$ cat src/sv/ewpd_pkg.sv
`timescale 1ns / 1ps
// ----------------------------------------------------------------------------
// ewpd_pkg
// Shared types and codes for the encoded word payload decoder.
// ----------------------------------------------------------------------------
package ewpd_pkg;

	// decode_mode codes
	localparam logic [1:0] MODE_B   = 2'd0;
	localparam logic [1:0] MODE_Q   = 2'd1;
	localparam logic [1:0] MODE_RAW = 2'd2;

	// register indexes (taken from paddr bit 2)
	localparam logic REG_DECODE_MODE  = 1'b0;
	localparam logic REG_CHARSET_MODE = 1'b1;

	localparam int QUEUE_DEPTH = 2;
	localparam int MAX_BYTES   = 4;
	localparam int CNT_W       = $clog2(MAX_BYTES + 1);

	// decoded bytes of one item, before any latin-1 expansion
	typedef struct packed {
		logic [MAX_BYTES-1:0][7:0] bytes;
		logic [CNT_W-1:0]          count;
		logic                      last;
	} entry_t;

endpackage

$ cat src/sv/ewpd_front.sv
`timescale 1ns / 1ps
// ----------------------------------------------------------------------------
// ewpd_front
// Accepts payload characters, runs the B / Q / raw decode state and writes
// the bytes of each item that has bytes or is last as one entry.
// ----------------------------------------------------------------------------
module ewpd_front (
	input  logic              clk,
	input  logic              arst_n,
	input  logic              accept,
	input  logic [7:0]        in_byte,
	input  logic              last_in,
	input  logic [1:0]        decode_mode,
	output logic              wr_en,
	output ewpd_pkg::entry_t  wr_entry
);

	localparam logic [7:0] CHAR_EQ = 8'h3D;
	localparam logic [7:0] CHAR_US = 8'h5F;
	localparam logic [7:0] CHAR_SP = 8'h20;

	logic [20:0] hold_q, hold_d;
	logic [1:0]  gc_q, gc_d;
	logic        stop_q, stop_d;
	logic [1:0]  esc_q, esc_d;
	logic [7:0]  eh_q, eh_d;

	logic [ewpd_pkg::MAX_BYTES-1:0][7:0] bytes;
	logic [ewpd_pkg::CNT_W-1:0]          n;
	logic [6:0] sym, slot, sa, sb, sc;

	// {valid, value}
	function automatic logic [6:0] b64_sym(input logic [7:0] c);
		logic [6:0] r;
		r = 7'h00;
		if (c >= 8'h41 && c <= 8'h5A) r = {1'b1, 6'(c - 8'h41)};
		else if (c >= 8'h61 && c <= 8'h7A) r = {1'b1, 6'(c - 8'h61 + 8'd26)};
		else if (c >= 8'h30 && c <= 8'h39) r = {1'b1, 6'(c - 8'h30 + 8'd52)};
		else if (c == 8'h2B) r = {1'b1, 6'd62};
		else if (c == 8'h2F) r = {1'b1, 6'd63};
		return r;
	endfunction

	function automatic logic is_hex(input logic [7:0] c);
		return (c >= 8'h30 && c <= 8'h39) || (c >= 8'h61 && c <= 8'h66) ||
			(c >= 8'h41 && c <= 8'h46);
	endfunction

	function automatic logic [3:0] hex_val(input logic [7:0] c);
		logic [3:0] r;
		if (c >= 8'h30 && c <= 8'h39) r = 4'(c - 8'h30);
		else if (c >= 8'h61 && c <= 8'h66) r = 4'(c - 8'h61 + 8'd10);
		else r = 4'(c - 8'h41 + 8'd10);
		return r;
	endfunction

	always_comb begin
		hold_d = hold_q;
		gc_d   = gc_q;
		stop_d = stop_q;
		esc_d  = esc_q;
		eh_d   = eh_q;
		bytes  = '0;
		n      = '0;
		sym    = b64_sym(in_byte);
		slot   = sym[6] ? sym : 7'h3F;
		sa     = hold_q[6:0];
		sb     = hold_q[13:7];
		sc     = hold_q[20:14];

		case (decode_mode)
			ewpd_pkg::MODE_B: begin
				if (!stop_q) begin
					if (gc_q != 2'd3) begin
						case (gc_q)
							2'd0: hold_d[6:0] = slot;
							2'd1: hold_d[13:7] = slot;
							default: hold_d[20:14] = slot;
						endcase
						gc_d = gc_q + 2'd1;
					end else begin
						gc_d = 2'd0;
						if (!sa[6] || !sb[6]) begin
							stop_d = 1'b1;
						end else begin
							bytes[n[1:0]] = {sa[5:0], sb[5:4]};
							n = n + 1'b1;
							if (sc[6]) begin
								bytes[n[1:0]] = {sb[3:0], sc[5:2]};
								n = n + 1'b1;
							end
							// a padding third character still feeds ones here
							if (sym[6]) begin
								bytes[n[1:0]] = {sc[1:0], sym[5:0]};
								n = n + 1'b1;
							end
						end
					end
				end
			end
			ewpd_pkg::MODE_Q: begin
				if (esc_q == 2'd1 && is_hex(in_byte)) begin
					eh_d  = in_byte;
					esc_d = 2'd2;
				end else if (esc_q == 2'd2 && is_hex(in_byte)) begin
					esc_d = 2'd0;
					bytes[n[1:0]] = {hex_val(eh_q), hex_val(in_byte)};
					n = n + 1'b1;
				end else begin
					// broken escape goes out literally, then the character itself
					esc_d = 2'd0;
					if (esc_q == 2'd1 || esc_q == 2'd2) begin
						bytes[n[1:0]] = CHAR_EQ;
						n = n + 1'b1;
					end
					if (esc_q == 2'd2) begin
						bytes[n[1:0]] = eh_q;
						n = n + 1'b1;
					end
					if (in_byte == CHAR_US) begin
						bytes[n[1:0]] = CHAR_SP;
						n = n + 1'b1;
					end else if (in_byte == CHAR_EQ) begin
						esc_d = 2'd1;
					end else begin
						bytes[n[1:0]] = in_byte;
						n = n + 1'b1;
					end
				end
			end
			default: begin
				bytes[n[1:0]] = in_byte;
				n = n + 1'b1;
			end
		endcase

		if (last_in) begin
			// flush an unfinished escape
			if (esc_d != 2'd0) begin
				bytes[n[1:0]] = CHAR_EQ;
				n = n + 1'b1;
			end
			if (esc_d == 2'd2) begin
				bytes[n[1:0]] = eh_d;
				n = n + 1'b1;
			end
			hold_d = '0;
			gc_d   = '0;
			stop_d = 1'b0;
			esc_d  = '0;
			eh_d   = '0;
		end
	end

	assign wr_en          = accept && (last_in || n != '0);
	assign wr_entry.bytes = bytes;
	assign wr_entry.count = n;
	assign wr_entry.last  = last_in;

	always_ff @(posedge clk or negedge arst_n) begin
		if (!arst_n) begin
			hold_q <= '0;
			gc_q   <= '0;
			stop_q <= 1'b0;
			esc_q  <= '0;
			eh_q   <= '0;
		end else if (accept) begin
			hold_q <= hold_d;
			gc_q   <= gc_d;
			stop_q <= stop_d;
			esc_q  <= esc_d;
			eh_q   <= eh_d;
		end
	end

endmodule

$ cat src/sv/ewpd_queue.sv
`timescale 1ns / 1ps
// ----------------------------------------------------------------------------
// ewpd_queue
// Small entry queue between the front and back parts.
// ----------------------------------------------------------------------------
module ewpd_queue #(
	parameter int QUEUE_DEPTH = ewpd_pkg::QUEUE_DEPTH
) (
	input  logic              clk,
	input  logic              arst_n,
	input  logic              wr_en,
	input  ewpd_pkg::entry_t  wr_entry,
	input  logic              rd_en,
	output logic              full,
	output logic              head_valid,
	output ewpd_pkg::entry_t  head
);

	localparam int PTR_W = (QUEUE_DEPTH > 1) ? $clog2(QUEUE_DEPTH) : 1;
	localparam int CNT_W = $clog2(QUEUE_DEPTH + 1);
	localparam logic [PTR_W-1:0] LAST_PTR = PTR_W'(QUEUE_DEPTH - 1);

	ewpd_pkg::entry_t mem_q [QUEUE_DEPTH];
	logic [PTR_W-1:0] wr_ptr_q, rd_ptr_q;
	logic [CNT_W-1:0] cnt_q;

	assign full       = cnt_q == CNT_W'(QUEUE_DEPTH);
	assign head_valid = cnt_q != '0;
	assign head       = mem_q[rd_ptr_q];

	always_ff @(posedge clk) begin
		if (wr_en) begin
			mem_q[wr_ptr_q] <= wr_entry;
		end
	end

	always_ff @(posedge clk or negedge arst_n) begin
		if (!arst_n) begin
			wr_ptr_q <= '0;
			rd_ptr_q <= '0;
			cnt_q    <= '0;
		end else begin
			if (wr_en) begin
				wr_ptr_q <= (wr_ptr_q == LAST_PTR) ? '0 : wr_ptr_q + 1'b1;
			end
			if (rd_en) begin
				rd_ptr_q <= (rd_ptr_q == LAST_PTR) ? '0 : rd_ptr_q + 1'b1;
			end
			case ({wr_en, rd_en})
				2'b10: cnt_q <= cnt_q + 1'b1;
				2'b01: cnt_q <= cnt_q - 1'b1;
				default: cnt_q <= cnt_q;
			endcase
		end
	end

endmodule

$ cat src/sv/ewpd_back.sv
`timescale 1ns / 1ps
// ----------------------------------------------------------------------------
// ewpd_back
// Walks the bytes of the head entry, one result beat per cycle unless pop is low
// on a full output register, with optional latin-1 to utf-8 expansion, into that register.
// ----------------------------------------------------------------------------
module ewpd_back (
	input  logic              clk,
	input  logic              arst_n,
	input  logic              head_valid,
	input  ewpd_pkg::entry_t  head,
	input  logic              charset_mode,
	output logic              rd_en,
	input  logic              pop,
	output logic              empty,
	output logic [7:0]        out_byte,
	output logic              out_valid,
	output logic              out_last
);

	logic [1:0] idx_q;
	logic       half_q;
	logic       ov_q;
	logic [7:0] byte_q;
	logic       valid_q, last_q;

	logic [7:0] cur, beat;
	logic       expand, final_beat, adv;

	always_comb begin
		cur    = head.bytes[idx_q];
		expand = charset_mode && cur[7];
		if (!expand) beat = cur;
		else if (!half_q) beat = {6'b110000, cur[7:6]};
		else beat = {2'b10, cur[5:0]};
		// empty end marker when the entry holds no bytes
		final_beat = (head.count == '0) ||
			(ewpd_pkg::CNT_W'(idx_q) == head.count - 1'b1 && (!expand || half_q));
	end

	assign adv   = !ov_q || pop;
	assign rd_en = head_valid && adv && final_beat;

	always_ff @(posedge clk or negedge arst_n) begin
		if (!arst_n) begin
			idx_q  <= '0;
			half_q <= 1'b0;
			ov_q   <= 1'b0;
		end else if (adv) begin
			ov_q <= head_valid;
			if (head_valid) begin
				if (final_beat) begin
					idx_q  <= '0;
					half_q <= 1'b0;
				end else if (expand && !half_q) begin
					half_q <= 1'b1;
				end else begin
					idx_q  <= idx_q + 2'd1;
					half_q <= 1'b0;
				end
			end
		end
	end

	always_ff @(posedge clk) begin
		if (adv && head_valid) begin
			byte_q  <= (head.count == '0) ? 8'h00 : beat;
			valid_q <= head.count != '0;
			last_q  <= head.last && final_beat;
		end
	end

	assign empty     = !ov_q;
	assign out_byte  = byte_q;
	assign out_valid = valid_q;
	assign out_last  = last_q;

endmodule

$ cat src/sv/encoded_word_payload_decoder.sv
`timescale 1ns / 1ps
// ----------------------------------------------------------------------------
// encoded_word_payload_decoder
// Decodes encoded word payload characters (base64, Q or raw) into bytes,
// optionally expanding latin-1 to utf-8.
//
//   channel   signals                                  beat taken when
//   input     push, full, in_byte, last_in             push && !full
//   result    pop, empty, out_byte, out_valid, out_last pop && !empty
//   config    psel, penable, pwrite, paddr, pwdata,    psel && penable &&
//             prdata, pready                           pwrite (pready high)
//
// an input beat is taken every cycle while the entry queue has room
// each item gives the back part 0 to 6 result beats
// (1 for an end marker, none for an item with no bytes that is not last);
// the back part's walk sets the sustained rate
// a result passes through the entry queue and the output register to the ports
// full rises while QUEUE_DEPTH entries wait; pop low holds the output register
// reset clears all decode state at once, no clearing pass
// ----------------------------------------------------------------------------
module encoded_word_payload_decoder #(
	parameter int QUEUE_DEPTH = ewpd_pkg::QUEUE_DEPTH
) (
	input  logic        clk,
	input  logic        arst_n,
	input  logic        push,
	output logic        full,
	input  logic [7:0]  in_byte,
	input  logic        last_in,
	input  logic        pop,
	output logic        empty,
	output logic [7:0]  out_byte,
	output logic        out_valid,
	output logic        out_last,
	input  logic        psel,
	input  logic        penable,
	input  logic        pwrite,
	input  logic [2:0]  paddr,
	input  logic [31:0] pwdata,
	output logic [31:0] prdata,
	output logic        pready
);

	logic [1:0] decode_mode_q;
	logic       charset_mode_q;
	logic       in_acc, q_wr, q_rd, q_head_valid;
	ewpd_pkg::entry_t q_wr_entry, q_head;

	assign pready = 1'b1;

	always_ff @(posedge clk or negedge arst_n) begin
		if (!arst_n) begin
			decode_mode_q  <= ewpd_pkg::MODE_B;
			charset_mode_q <= 1'b0;
		end else if (psel && penable && pwrite && pready) begin
			case (paddr[2])
				ewpd_pkg::REG_DECODE_MODE: decode_mode_q <= pwdata[1:0];
				default: charset_mode_q <= pwdata[0];
			endcase
		end
	end

	always_comb begin
		case (paddr[2])
			ewpd_pkg::REG_DECODE_MODE: prdata = {30'd0, decode_mode_q};
			default: prdata = {31'd0, charset_mode_q};
		endcase
	end

	assign in_acc = push && !full;

	ewpd_front u_front (
		.clk         (clk),
		.arst_n      (arst_n),
		.accept      (in_acc),
		.in_byte     (in_byte),
		.last_in     (last_in),
		.decode_mode (decode_mode_q),
		.wr_en       (q_wr),
		.wr_entry    (q_wr_entry)
	);

	ewpd_queue #(
		.QUEUE_DEPTH (QUEUE_DEPTH)
	) u_queue (
		.clk        (clk),
		.arst_n     (arst_n),
		.wr_en      (q_wr),
		.wr_entry   (q_wr_entry),
		.rd_en      (q_rd),
		.full       (full),
		.head_valid (q_head_valid),
		.head       (q_head)
	);

	ewpd_back u_back (
		.clk          (clk),
		.arst_n       (arst_n),
		.head_valid   (q_head_valid),
		.head         (q_head),
		.charset_mode (charset_mode_q),
		.rd_en        (q_rd),
		.pop          (pop),
		.empty        (empty),
		.out_byte     (out_byte),
		.out_valid    (out_valid),
		.out_last     (out_last)
	);

	// an end marker always closes a word
	a_marker_is_last: assert property (@(posedge clk) disable iff (!arst_n)
		(!empty && !out_valid) |-> out_last)
		else $error("end marker without out_last");

	a_rd_only_with_head: assert property (@(posedge clk) disable iff (!arst_n)
		q_rd |-> q_head_valid)
		else $error("queue read while empty");

	a_wr_only_on_accept: assert property (@(posedge clk) disable iff (!arst_n)
		q_wr |-> (push && !full))
		else $error("queue write without an accepted input beat");

	// a last item always leaves an entry behind
	a_last_makes_entry: assert property (@(posedge clk) disable iff (!arst_n)
		(in_acc && last_in) |-> q_wr)
		else $error("last item produced no entry");

endmodule

$ cat config.mk
export PLATFORM = sky130hd
export DESIGN_NAME = encoded_word_payload_decoder
export DESIGN_NICKNAME = d
export VERILOG_FILES = /design/src/sv/ewpd_pkg.sv /design/src/sv/ewpd_front.sv /design/src/sv/ewpd_queue.sv /design/src/sv/ewpd_back.sv /design/src/sv/encoded_word_payload_decoder.sv
export SDC_FILE = /design/constraint.sdc
export NUM_CORES = 1
export LEC_CHECK = 0
export BUFFER_PORTS_ARGS = -buffer_cell sky130_fd_sc_hd__buf_2
export CELL_PAD_IN_SITES_DETAIL_PLACEMENT = 1
export CELL_PAD_IN_SITES_GLOBAL_PLACEMENT = 1
export CORE_MARGIN = 3
export CORE_UTILIZATION = 30
export DETAILED_ROUTE_END_ITERATION = 12
export HOLD_SLACK_MARGIN = 0.05
export PLACE_DENSITY_LB_ADDON = 0.1
export SETUP_SLACK_MARGIN = 0.4
export SYNTH_ARGS = -nofsm -noshare
export SYNTH_HDL_FRONTEND = slang
export SYNTH_SLANG_ARGS = --single-unit
export TNS_END_PERCENT = 50
$ cat constraint.sdc
create_clock -name clk -period 5.25 [get_ports clk]
set_input_delay 0.7875 -clock clk [delete_from_list [all_inputs] [get_ports clk]]
set_output_delay 0.7875 -clock clk [all_outputs]
set_load 0.005 [all_outputs]
==> impl_results.md <==
- Run status: completed
- Final weighted congestion in routability-driven placement: around 0.94
- Effective utilization at floorplan: 30.57%
- Power density over the cells: 519.9 mW/mm^2
- Required time of the worst setup path: about 5.5 ns
- CTS Sinks: about 130
- Flip-flop and latch count after synthesis: about 130
- H-Tree Depth: 4
- Highest-count cells in the layout ignoring fill and taps: sky130_fd_sc_hd__edfxtp_1, sky130_fd_sc_hd__nand2_1, sky130_fd_sc_hd__nor2_1, sky130_fd_sc_hd__a21oi_1, sky130_fd_sc_hd__dfrtp_1
- Root Buffer: sky130_fd_sc_hd__clkbuf_16
- Most common cell after layout, fill and taps aside: sky130_fd_sc_hd__edfxtp_1
- Minimum clock period after layout: ~4.6 ns
- Post-layout nets: just under 900
- Setup ws final: 0.6946 ns
- Path type of the worst setup path: input port to flip-flop
- Category of the worst setup path launch point: input port
- DRC violation count after routing: 0
- Wire length of the first global-routing pass: ~40 mm
- Worst-case register-to-register setup slack: around 1.8 ns
- Maximum number of pins on one net before global-route repair: 46
- Latest clock arrival within the worst-skew pair: roughly 0.42 ns
- Worst-path maximum fanout: 10
- Vias: between 6000 and 7000
- Number of synthesized flops with an enable pin: roughly 80
- Share of the yosys chip area belonging to registers: between 40 and 50%
- Category of the worst setup path capture point: flip-flop
- Static leakage: around 0.0036 uW
- Post-CTS setup buffer count: 0
- Height of the chip: 169.2 um
- Remaining antenna violation count: 0
- Max IR drop VDD: roughly 0.17 mV
- Normalized max-slew margin: ~28%
- Worst reg-to-reg path cell count: 10
- Clock buffer count from CTS: 17
- Clock slew at the register clock pins of the worst setup and hold paths: roughly 0.06 ns
- Clock skew after layout: approximately 0.010 ns
- Mapped Cells: roughly 760
- Gr usage total: between 10% and 20%
- Cell at the slowest stage of the critical path: sky130_fd_sc_hd__a221o_1
- Fraction of final layout cells sized beyond drive strength 1: 20.00%
- FFs w/ async S/R, synth: 35.43%
- Final Routed Wirelength: ~25 mm
- Post-synthesis average cell area: ~11 um^2
- Area of the placeable core: approximately 0.026 mm^2
- Starting DRC count in detailed routing: 409
- Diode insertion count for antenna repair: 0
- Number of detailed-routing iterations run before antenna repair: 6
- Arrival @ worst endpoint: ~4.8 ns
- Period utilization: 86.77%
- Post-CTS Resized: 0
- Actual slew at the worst max-slew pin: 1.065 ns
- Worst Setup Slack post-DPL: around 0.17 ns
- Total Negative Setup Slacks: 0 ns
- Worst-path cell chain: buf_2 > inv_1 > ha_1 > a21o_1 > a211o_1 > a221o_1 > nand3_4 > inv_1 > ha_1 > nor2_1 > a221o_1 > buf_4 > xnor2_1 > inv_1 > ha_1 > o211ai_2 > buf_4 > nor2_1 > a31oi_1
- Final Slew Violations: 0
- Leading register cell type out of synthesis: sky130_fd_sc_hd__edfxtp_1
- Average wire per cell in the routed design: 21.90 um
- Maximum root-to-sink buffer count: 2
- Total number of yosys warnings: 0
- Avg Vias per Cell: between 5 and 6
- Cell Area, Synth: about 0.0080 mm^2
- Delay contributed by the slowest stage of the critical path: approximately 0.4 ns
- Endpoints failing hold: 0
- Placement Rows: approximately 60
- HPWL after detailed placement: around 19 mm
- Unrepaired setup endpoints after global routing: false
- Path type of the worst min-delay path: input port to asynchronous set/reset pin
- GRT overflow: 0
- Start of the worst register-to-register path: decode_mode_q[1]
- # port buffers: 32
- Die area: ~0.029 mm^2
- Count of final setup violators: 0
- Max-cap violation count: 0
- Number of global-route vias before repair: approximately 6400
- Die Wd: between 150 and 200 um
- Number of antenna violations at the first check in global routing: 0
- Layout overhead on the synthesized area: 14.82%
- Total I/O pin count: 96
- Clock tree from TritonCTS: done
- Unique cell type count in the Yosys netlist: 77
- Capture instance of the worst register-to-register path: u_queue.mem_q[0][6]
- Hold_buf cts: 0
- Timing-limited maximum frequency: 0.2195 GHz
- Number of fill cells: 2892
[worst max-delay path by stage]
stage | from | endpoint | slack [ns]
after floorplan | in_byte[2] | u_queue.mem_q[0][16] | 0.41
after global placement | in_byte[2] | u_queue.mem_q[0][9] | 0.26
after detailed placement | in_byte[2] | u_queue.mem_q[1][9] | 0.17
after CTS | in_byte[2] | u_queue.mem_q[0][9] | 0.59
after global routing | in_byte[2] | u_queue.mem_q[0][21] | 0.43
final | in_byte[2] | u_queue.mem_q[0][6] | 0.69
[routing by layer]
metal | part of all wire, % | GRT usage, % | vias up
met5 | 0 | 0 | -
met4 | 1.4 | 4.161 | 0
met3 | 4.2 | 3.168 | 24
met2 | 49 | 29.69 | 135
met1 | 46 | 23.94 | 3065
li1 | - | - | 2834
[synth_stat cells, drive strengths merged (3+ instances only)]
cell,count,area share (%)
ha,37,5.8
mux4,16,4.5
o211ai,7,0.78
a21oi,48,3.0
dfrtp,45,14
a221o,3,0.38
clkbuf,28,1.3
a41o,3,0.38
nand4,5,0.39
o22a,7,0.77
nor4,3,0.23
nand2,68,3.2
mux2i,16,2.0
a31oi,9,0.70
mux2,26,3.7
o32ai,3,0.42
nand3,29,1.8
a21o,5,0.47
nor3,6,0.50
o22ai,20,1.6
o211a,4,0.50
xor2,9,0.99
and4,3,0.33
buf,45,4.0
and2,7,0.55
a22oi,12,1.1
o21ai,44,2.8
nor2b,4,0.31
nor2,59,2.8
xnor2,13,1.4
edfxtp,82,31
and3,5,0.45
inv,33,1.6
nand2b,7,0.55
o311ai,3,0.42
a222oi,3,0.38
[state kept, by name, summed over array words and instances, names as in the netlist]
register,count
u_front.gc_q,2
u_queue.wr_ptr_q,1
u_back.idx_q,2
u_back.ov_q,1
charset_mode_q,1
u_front.stop_q,1
decode_mode_q,2
u_back.out_last,1
u_queue.rd_ptr_q,1
u_back.half_q,1
u_back.out_valid,1
u_front.esc_q,2
u_front.eh_q,8
u_front.hold_q,21
u_queue.cnt_q,2
u_queue.mem_q,72
u_back.out_byte,8
[stage by stage]
step	hold slack [ns]	cell area (um^2)	power (uW)	instances	util [%]
floorplan	0.4648	8143	2968	787	-
global placement	0.4858	8566	3511	1113	32.78
detailed placement	0.4895	8566	3585	1113	32.78
CTS	0.4802	9166	4832	1145	35.08
global route	0.4934	9173	5087	1145	35.10
finish	0.4573	9173	4769	1145	35.10
[power by group]
group          leakage, uW  switching (uW)  total (uW)  internal (uW)
registers          0.00134             264        1740           1480
logic              0.00195            1030        1800            769
clock network     0.000292             508        1230            719
[cell type report]
class / count / area, um^2 / area share [%]
flip-flops and latches: 127 / 3588 / 39.12
multi-input cells: 553 / 4011 / 43.73
clock buffers: 18 / 429.2 / 4.679
repair buffers: 64 / 425.4 / 4.638
clock inverters: 14 / 171.4 / 1.869
inverters: 34 / 127.6 / 1.391
well taps: 335 / 419.2 / 4.570
[worst max-delay path, delay by kind of cell]
| kind | cells | cell delay [ns] |
|---|---|---|
| AOI/OAI and AO/OA | 6 | 1.63 |
| buffers and inverters | 6 | 0.99 |
| adders and majority gates | 3 | 0.81 |
| xor gates and xnor gates | 1 | 0.30 |
| and+or+nand+nor | 3 | 0.23 |
[cell families (layout without fill, tap and decap cells)]
| family | count (synthesis) | after routing | synth area share, % |
|---|---|---|---|
| XOR/XNOR | 22 | 22 | 2.412 |
| multiplexers | 58 | 58 | 10.18 |
| AND/OR/NAND/NOR | 204 | 204 | 11.93 |
| other | 2 | 31 | 0.09401 |
| adder cells (fa/ha/maj) | 37 | 37 | 5.795 |
| buffers and inverters | 107 | 130 | 6.954 |
| flip-flops | 127 | 127 | 44.92 |
| AO/OA/AOI/OAI | 201 | 201 | 17.71 |
(Power assumes the default switching activity.)
